--- src/sv/b64d_pkg.sv ---
// ============================================================================
// Base64 decoder package
// Shared types, character codes and the Base64 alphabet lookup.
// ============================================================================
package b64d_pkg;

   localparam int CHAR_W  = 8;
   localparam int SEXT_W  = 6;
   localparam int ACC_W   = 24;
   localparam int PHASE_W = 2;

   localparam logic [CHAR_W-1:0] CHAR_PAD   = 8'h3D; // '='
   localparam logic [CHAR_W-1:0] CHAR_CR    = 8'h0D;
   localparam logic [CHAR_W-1:0] CHAR_LF    = 8'h0A;
   localparam logic [CHAR_W-1:0] CHAR_PLUS  = 8'h2B;
   localparam logic [CHAR_W-1:0] CHAR_SLASH = 8'h2F;
   localparam logic [CHAR_W-1:0] CHAR_UC_A  = 8'h41;
   localparam logic [CHAR_W-1:0] CHAR_UC_Z  = 8'h5A;
   localparam logic [CHAR_W-1:0] CHAR_LC_A  = 8'h61;
   localparam logic [CHAR_W-1:0] CHAR_LC_Z  = 8'h7A;
   localparam logic [CHAR_W-1:0] CHAR_D0    = 8'h30;
   localparam logic [CHAR_W-1:0] CHAR_D9    = 8'h39;

   localparam logic [SEXT_W-1:0] SEXT_PLUS  = 6'd62;
   localparam logic [SEXT_W-1:0] SEXT_SLASH = 6'd63;

   localparam logic [PHASE_W-1:0] PHASE_FIRST  = 2'd0;
   localparam logic [PHASE_W-1:0] PHASE_SECOND = 2'd1;
   localparam logic [PHASE_W-1:0] PHASE_THIRD  = 2'd2;
   localparam logic [PHASE_W-1:0] PHASE_FOURTH = 2'd3;

   typedef struct packed {
      logic [PHASE_W-1:0] phase;
      logic [ACC_W-1:0]   acc;
      logic               pad_seen;
   } grp_state_type;

   localparam grp_state_type GRP_RESET = '{phase: PHASE_FIRST, acc: '0, pad_seen: 1'b0};

   // Six-bit value of a Base64 character; anything outside the alphabet is zero.
   function automatic logic [SEXT_W-1:0] sextet_of(input logic [CHAR_W-1:0] c);
      logic [CHAR_W-1:0] d;
      d = '0;
      if (c >= CHAR_UC_A && c <= CHAR_UC_Z) begin
         d = c - CHAR_UC_A;
      end else if (c >= CHAR_LC_A && c <= CHAR_LC_Z) begin
         d = c - CHAR_LC_A + 8'd26;
      end else if (c >= CHAR_D0 && c <= CHAR_D9) begin
         d = c - CHAR_D0 + 8'd52;
      end else if (c == CHAR_PLUS) begin
         d = {2'b00, SEXT_PLUS};
      end else if (c == CHAR_SLASH) begin
         d = {2'b00, SEXT_SLASH};
      end
      return d[SEXT_W-1:0];
   endfunction

endpackage

--- src/sv/b64d_step.sv ---
// ============================================================================
// Base64 decoder group step
// Advances the four-character group state by one character and picks the
// decoded byte, if the character completes one.
// ============================================================================
module b64d_step
   import b64d_pkg::*;
(
   input  grp_state_type     cur,
   input  logic [CHAR_W-1:0] char_in,
   input  logic              last_char,
   output grp_state_type     nxt,
   output logic              emit,
   output logic [7:0]        byte_out
);

   logic [SEXT_W-1:0] sext;
   logic [ACC_W-1:0]  acc_sum;
   logic              is_pad;
   logic              is_brk;
   grp_state_type     upd;

   assign sext   = sextet_of(char_in);
   assign is_pad = (char_in == CHAR_PAD);
   assign is_brk = (char_in == CHAR_CR) || (char_in == CHAR_LF);

   always_comb begin
      upd      = cur;
      emit     = 1'b0;
      byte_out = '0;
      acc_sum  = '0;
      unique case (cur.phase)
         PHASE_FIRST: begin
            if (!is_brk) begin
               upd.acc      = {sext, 18'd0};
               upd.pad_seen = 1'b0;
               upd.phase    = PHASE_SECOND;
            end
         end
         PHASE_SECOND: begin
            acc_sum   = cur.acc + {6'd0, sext, 12'd0};
            upd.acc   = acc_sum;
            emit      = 1'b1;
            byte_out  = acc_sum[23:16];
            upd.phase = PHASE_THIRD;
         end
         PHASE_THIRD: begin
            acc_sum = cur.acc + {12'd0, sext, 6'd0};
            if (is_pad) begin
               upd.pad_seen = 1'b1;
            end else begin
               upd.acc  = acc_sum;
               emit     = 1'b1;
               byte_out = acc_sum[15:8];
            end
            upd.phase = PHASE_FOURTH;
         end
         default: begin
            acc_sum = cur.acc + {18'd0, sext};
            if (!cur.pad_seen && !is_pad) begin
               upd.acc  = acc_sum;
               emit     = 1'b1;
               byte_out = acc_sum[7:0];
            end
            upd.pad_seen = 1'b0;
            upd.phase    = PHASE_FIRST;
         end
      endcase
      nxt = last_char ? GRP_RESET : upd;
   end

endmodule

--- src/sv/base64_stream_decoder_core.sv ---
// ============================================================================
// Base64 stream decoder core
// Decodes one Base64 character per transaction into zero or one data byte.
// ============================================================================
// Each accepted character is held in the input register, and the byte it
// produces then passes through the result register before rsp_valid rises.
// Throughput: one character per cycle while rsp_ready keeps the result
// register draining; the group state loop closes through the step logic.
// Reset: synchronous, active high; clears both stage valids and the group
// state (phase, accumulator and padding flag) to the start of a group.
module base64_stream_decoder_core
   import b64d_pkg::*;
(
   input  logic              clock,
   input  logic              reset,
   input  logic              req_valid,
   output logic              req_ready,
   input  logic [CHAR_W-1:0] req_char_in,
   input  logic              req_last_char,
   output logic              rsp_valid,
   input  logic              rsp_ready,
   output logic [7:0]        rsp_byte_out
);

   // Input register stage. It holds one accepted character until the result
   // register can take whatever that character produces.
   logic              in_valid_ff;
   logic [CHAR_W-1:0] in_char_ff;
   logic              in_last_ff;

   // Group state, updated exactly when a character leaves the input stage.
   grp_state_type     grp_ff;
   grp_state_type     grp_in;

   // Result register.
   logic              out_valid_ff;
   logic [7:0]        out_byte_ff;

   logic              step_emit;
   logic [7:0]        step_byte;
   logic              advance;

   // A character may leave the input stage when the result register is
   // empty or is being drained in this same cycle. Characters that produce
   // no byte (line breaks between groups, padding) still leave and update the group state.
   assign advance   = in_valid_ff && (!out_valid_ff || rsp_ready);

   // The input stage takes a new transaction whenever it is empty or its
   // current character moves on, so back-to-back transactions flow freely.
   assign req_ready = !in_valid_ff || advance;

   b64d_step u_step (
      .cur       (grp_ff),
      .char_in   (in_char_ff),
      .last_char (in_last_ff),
      .nxt       (grp_in),
      .emit      (step_emit),
      .byte_out  (step_byte)
   );

   always_ff @(posedge clock) begin
      if (reset) begin
         in_valid_ff <= 1'b0;
      end else if (req_ready) begin
         in_valid_ff <= req_valid;
      end
   end

   always_ff @(posedge clock) begin
      if (req_valid && req_ready) begin
         in_char_ff <= req_char_in;
         in_last_ff <= req_last_char;
      end
   end

   always_ff @(posedge clock) begin
      if (reset) begin
         grp_ff <= GRP_RESET;
      end else if (advance) begin
         grp_ff <= grp_in;
      end
   end

   // The result register is refilled on every advance; a character that
   // produces no byte leaves it empty, which frees it for the next one.
   always_ff @(posedge clock) begin
      if (reset) begin
         out_valid_ff <= 1'b0;
      end else if (advance) begin
         out_valid_ff <= step_emit;
      end else if (rsp_ready) begin
         out_valid_ff <= 1'b0;
      end
   end

   always_ff @(posedge clock) begin
      if (advance && step_emit) begin
         out_byte_ff <= step_byte;
      end
   end

   assign rsp_valid    = out_valid_ff;
   assign rsp_byte_out = out_byte_ff;

endmodule
--- config.mk ---
export PLATFORM = sky130hd
export DESIGN_NAME = base64_stream_decoder_core
export DESIGN_NICKNAME = d
export VERILOG_FILES = /design/src/sv/b64d_pkg.sv /design/src/sv/b64d_step.sv /design/src/sv/base64_stream_decoder_core.sv
export SDC_FILE = /design/constraint.sdc
export NUM_CORES = 1
export LEC_CHECK = 0
export ABC_CLOCK_PERIOD_IN_PS = 4100
export BUFFER_PORTS_ARGS = -buffer_cell sky130_fd_sc_hd__buf_2
export CELL_PAD_IN_SITES_DETAIL_PLACEMENT = 0
export CELL_PAD_IN_SITES_GLOBAL_PLACEMENT = 1
export CORE_MARGIN = 5
export CORE_UTILIZATION = 43
export CTS_CLUSTER_DIAMETER = 80
export DETAILED_ROUTE_END_ITERATION = 10
export HOLD_SLACK_MARGIN = 0.06
export PLACE_DENSITY_LB_ADDON = 0.1
export SYNTH_ARGS = -nofsm -noshare
export SYNTH_HDL_FRONTEND = slang
export SYNTH_SLANG_ARGS = --single-unit
--- constraint.sdc ---
create_clock -name clock -period 4.1 [get_ports clock]
set_input_delay 1.025 -clock clock [delete_from_list [all_inputs] [get_ports clock]]
set_output_delay 1.025 -clock clock [all_outputs]
set_load 0.02 [all_outputs]
==> results.toml <==
[global_route]
gr-max-usage-layer = "met2"
grtUsageMet1_pct = 34.4
grt.total_usage_pct = 24.5
grt-ovfl-total = 0
antenna_found_initial = 0
grtUsageMet3_pct = 3.41
grt_pass1_wl_um = 22600
grtUsageMet2_pct = 38.8
grt_max_degree = 38
grt_pass1_vias = 4151

[critical_path]
r2r_setup_slack_ns = 0.12
crit_slowest_cell = "edfxtp_1"
cp_common_cell = "buf_4"
start_kind = "flop"
cp.arrival_ns = 4.04
path_buf_inv = 3
cp_top_family = "compound AO/OA/AOI/OAI gates"
path_cells = "buf_4 -> nand4bb_1 -> a311oi_2 -> and2_4 -> a21oi_1 -> o211a_1 -> o22a_4 -> ha_4 -> o21ai_1 -> o21ai_1 -> o2111ai_2 -> buf_4 -> xnor2_2 -> a22oi_2 -> buf_4 -> o22ai_1"
crit_fanout = 9
path_class = "flop to flop"
critPathCaptureType = "flop"
cp.required_ns = 4.16
crit_path_max_incr_delay_ns = 0.45

[final_layout]
n_fill_cell = 927
finish.utilization_pct = 53.7
nets = 638
syn_to_final_growth_pct = 22.6
antenna_cells = 0
drive_above_1_share_pct = 26.7

[sta]
min_period_over_period_pct = 97.1
rsz0062_at_grt = "yes"
relSlewSlack_pct = 32.5
fin_setup_tns_ns = 0
skew_ns = 0.00716
drv_slew = 0
layout_min_cycle_time_ns = 3.98
worst_pin_slew_ns = 1.01
setup_viol = 0
max_freq_ghz = 0.251
hold_viol = 0

[die]
fp.dieH_um = 110
core-area_um2 = 9730
ios = 23
dieArea_um2 = 12000
initial_core_util_pct = 43.8
rows = 36
dieWidth_um = 110

[power]
powerDensity_nw_per_um2 = 219
p_comb_share_pct = 28.3
swShare_pct = 34.6
power_frac_seq_pct = 44.0
switching_power_mw = 0.396
pwr-share-clk_pct = 27.7
vdd_drop_max_mv = 0.163
p_int_mw = 0.748
p_leak_nw = 1.98

[synth]
yosys.area.top_type_share_pct = 13.6
netlist_area_um2 = 4260
yosys_register_bits = 46
synth_ff_type = "dfxtp_1"
synth_warnings = 0
ys_seq_area_share_pct = 25.6
synthArstFlopShare_pct = 0
synth_common_cells = "41 x a21oi_1, 39 x nor2_1, 38 x nand2_1, 32 x ha_1, 31 x o21ai_0"
synth_top_area_cell = "dfxtp_1"
synth_edf_count = 17
ys_top_cells_by_area = "dfxtp_1 14%, edfxtp_1 12%, ha_1 9.4%, a21oi_1 4.8%, o21ai_0 3.6%"
synthCells = 527
yosysUniqueCellTypes = 77
synth_area_per_cell_um2 = 8.08
synth_nets = 575
yosysMostFrequentCell = "a21oi_1"

[drt]
vias = 4463
routed_wl_um = 14600
drt_pass1_iterations = 5
routedWlPerCell_um = 20.1
ant_nets = 0
drc = 0
vias_per_cell = 6.16
drtIter0Drc = 395

[min_path]
hp-class = "flop to flop"

[place]
routabilityCongestion = 0.978
place_hpwl_um = 10600
port-buffer-count = 22

[clock_network]
cts_inserted_buffers = 5
clock_latency_ns = 0.32
clk_pin_slew_ns = 0.10
cts.sinks = 46
ctsHoldBuffers = 0
htree_levels = 2
cts_tree = "done"
cts_buffer_depth = 2
root_buffer = "clkbuf_8"

[run_status]
outcome = "finished, final reports clean"

[job]
drv_cap = 0
worst paths after layout:
| check | depth (start not counted) | to | start |
|---|---|---|---|
| max | 16 | rsp_byte_out[3]$_DFFE_PP_ | in_char_ff[2]$_DFFE_PP_ |
| min | 2 | grp_ff[6]$_SDFFE_PP0P_ | grp_ff[6]$_SDFFE_PP0P_ |
| max reg2reg | 16 | rsp_byte_out[3]$_DFFE_PP_ | in_char_ff[2]$_DFFE_PP_ |
| min reg2reg | 2 | grp_ff[6]$_SDFFE_PP0P_ | grp_ff[6]$_SDFFE_PP0P_ |
cell type report:
| cell class | count | area [µm²] | share of cell area [%] |
|---|---|---|---|
| Sequential cell | 46 | 1090 | 20.9 |
| Multi-Input combinational cell | 421 | 3150 | 60.4 |
| Inverter | 27 | 101 | 1.94 |
| Clock inverter | 3 | 23.8 | 0.455 |
| Tap cell | 133 | 166 | 3.19 |
| Timing Repair Buffer | 89 | 617 | 11.8 |
| Clock buffer | 5 | 68.8 | 1.32 |
layout by cell type, fill, tap and decap left out, drive strengths merged, types with 8 or more instances in the layout:
master / instances
edfxtp: 17
xor2: 15
a211oi: 10
ha: 32
o21ai: 37
nand2: 38
xnor2: 15
nor2: 40
buf: 89
nand3: 14
a22oi: 10
a21oi: 42
or2: 8
inv: 29
nor3: 16
o22ai: 14
dfxtp: 29
worst register-to-register path, stage by stage (launching register included):
cell and delay, ns:
edfxtp_1 0.45, buf_4 0.21, nand4bb_1 0.21, a311oi_2 0.39, and2_4 0.23, a21oi_1 0.07, o211a_1 0.26, o22a_4 0.30
ha_4 0.31, o21ai_1 0.08, o21ai_1 0.16, o2111ai_2 0.20, buf_4 0.21, xnor2_2 0.15, a22oi_2 0.26, buf_4 0.15
o22ai_1 0.08
flip-flops by register name, indices dropped and copies added, names as in the netlist:
register and cells:
grp_ff 27, in_char_ff 8, in_last_ff 1, in_valid_ff 1, rsp_byte_out 8, rsp_valid 1
cell families (layout without fill, tap and decap cells):
group,after synthesis,after routing,share of synthesized area [%]
compound gates,190,190,31.6
mux,2,2,0.529
buf+inv,60,124,5.70
fa+ha+maj,35,35,10.8
flops,46,46,25.6
simple gates,164,164,19.6
xor+xnor,30,30,6.17
power by group through the flow:
stage	logic, mW	registers [mW]	clock network (mW)
floorplan	0.175	0.508	0
CTS	0.289	0.502	0.320
detailed placement	0.278	0.513	0
global route	0.346	0.506	0.340
finish	0.323	0.503	0.317
global placement	0.279	0.513	0
per-layer routing:
layer,vias to the layer above,part of all wire [%]
li1,2117,-
met1,2165,45
met2,154,46
met3,27,6.7
met4,0,2.7
met5,-,0
what timing repair did:
action,4_1_cts,5_1_grt
endpoints found under the setup margin,12,19
pin swaps,1,18
gates cloned,0,0
gates resized for setup,10,43
setup buffers,4,4
per-stage QoR:
step                      instance area [µm²]  setup slack (ns)  cells  hold slack (ns)  power, mW
after global routing                     5220            -0.122    724            0.517       1.19
after detailed placement                 4850            -0.172    708            0.476      0.791
after floorplan                          4260            0.0730    527            0.436      0.682
after global placement                   4850            -0.179    708            0.466      0.791
final                                    5220             0.118    724            0.487       1.14
after CTS                                5010            0.0104    720            0.494       1.11
Note: power is estimated with default switching activity, not from simulation.
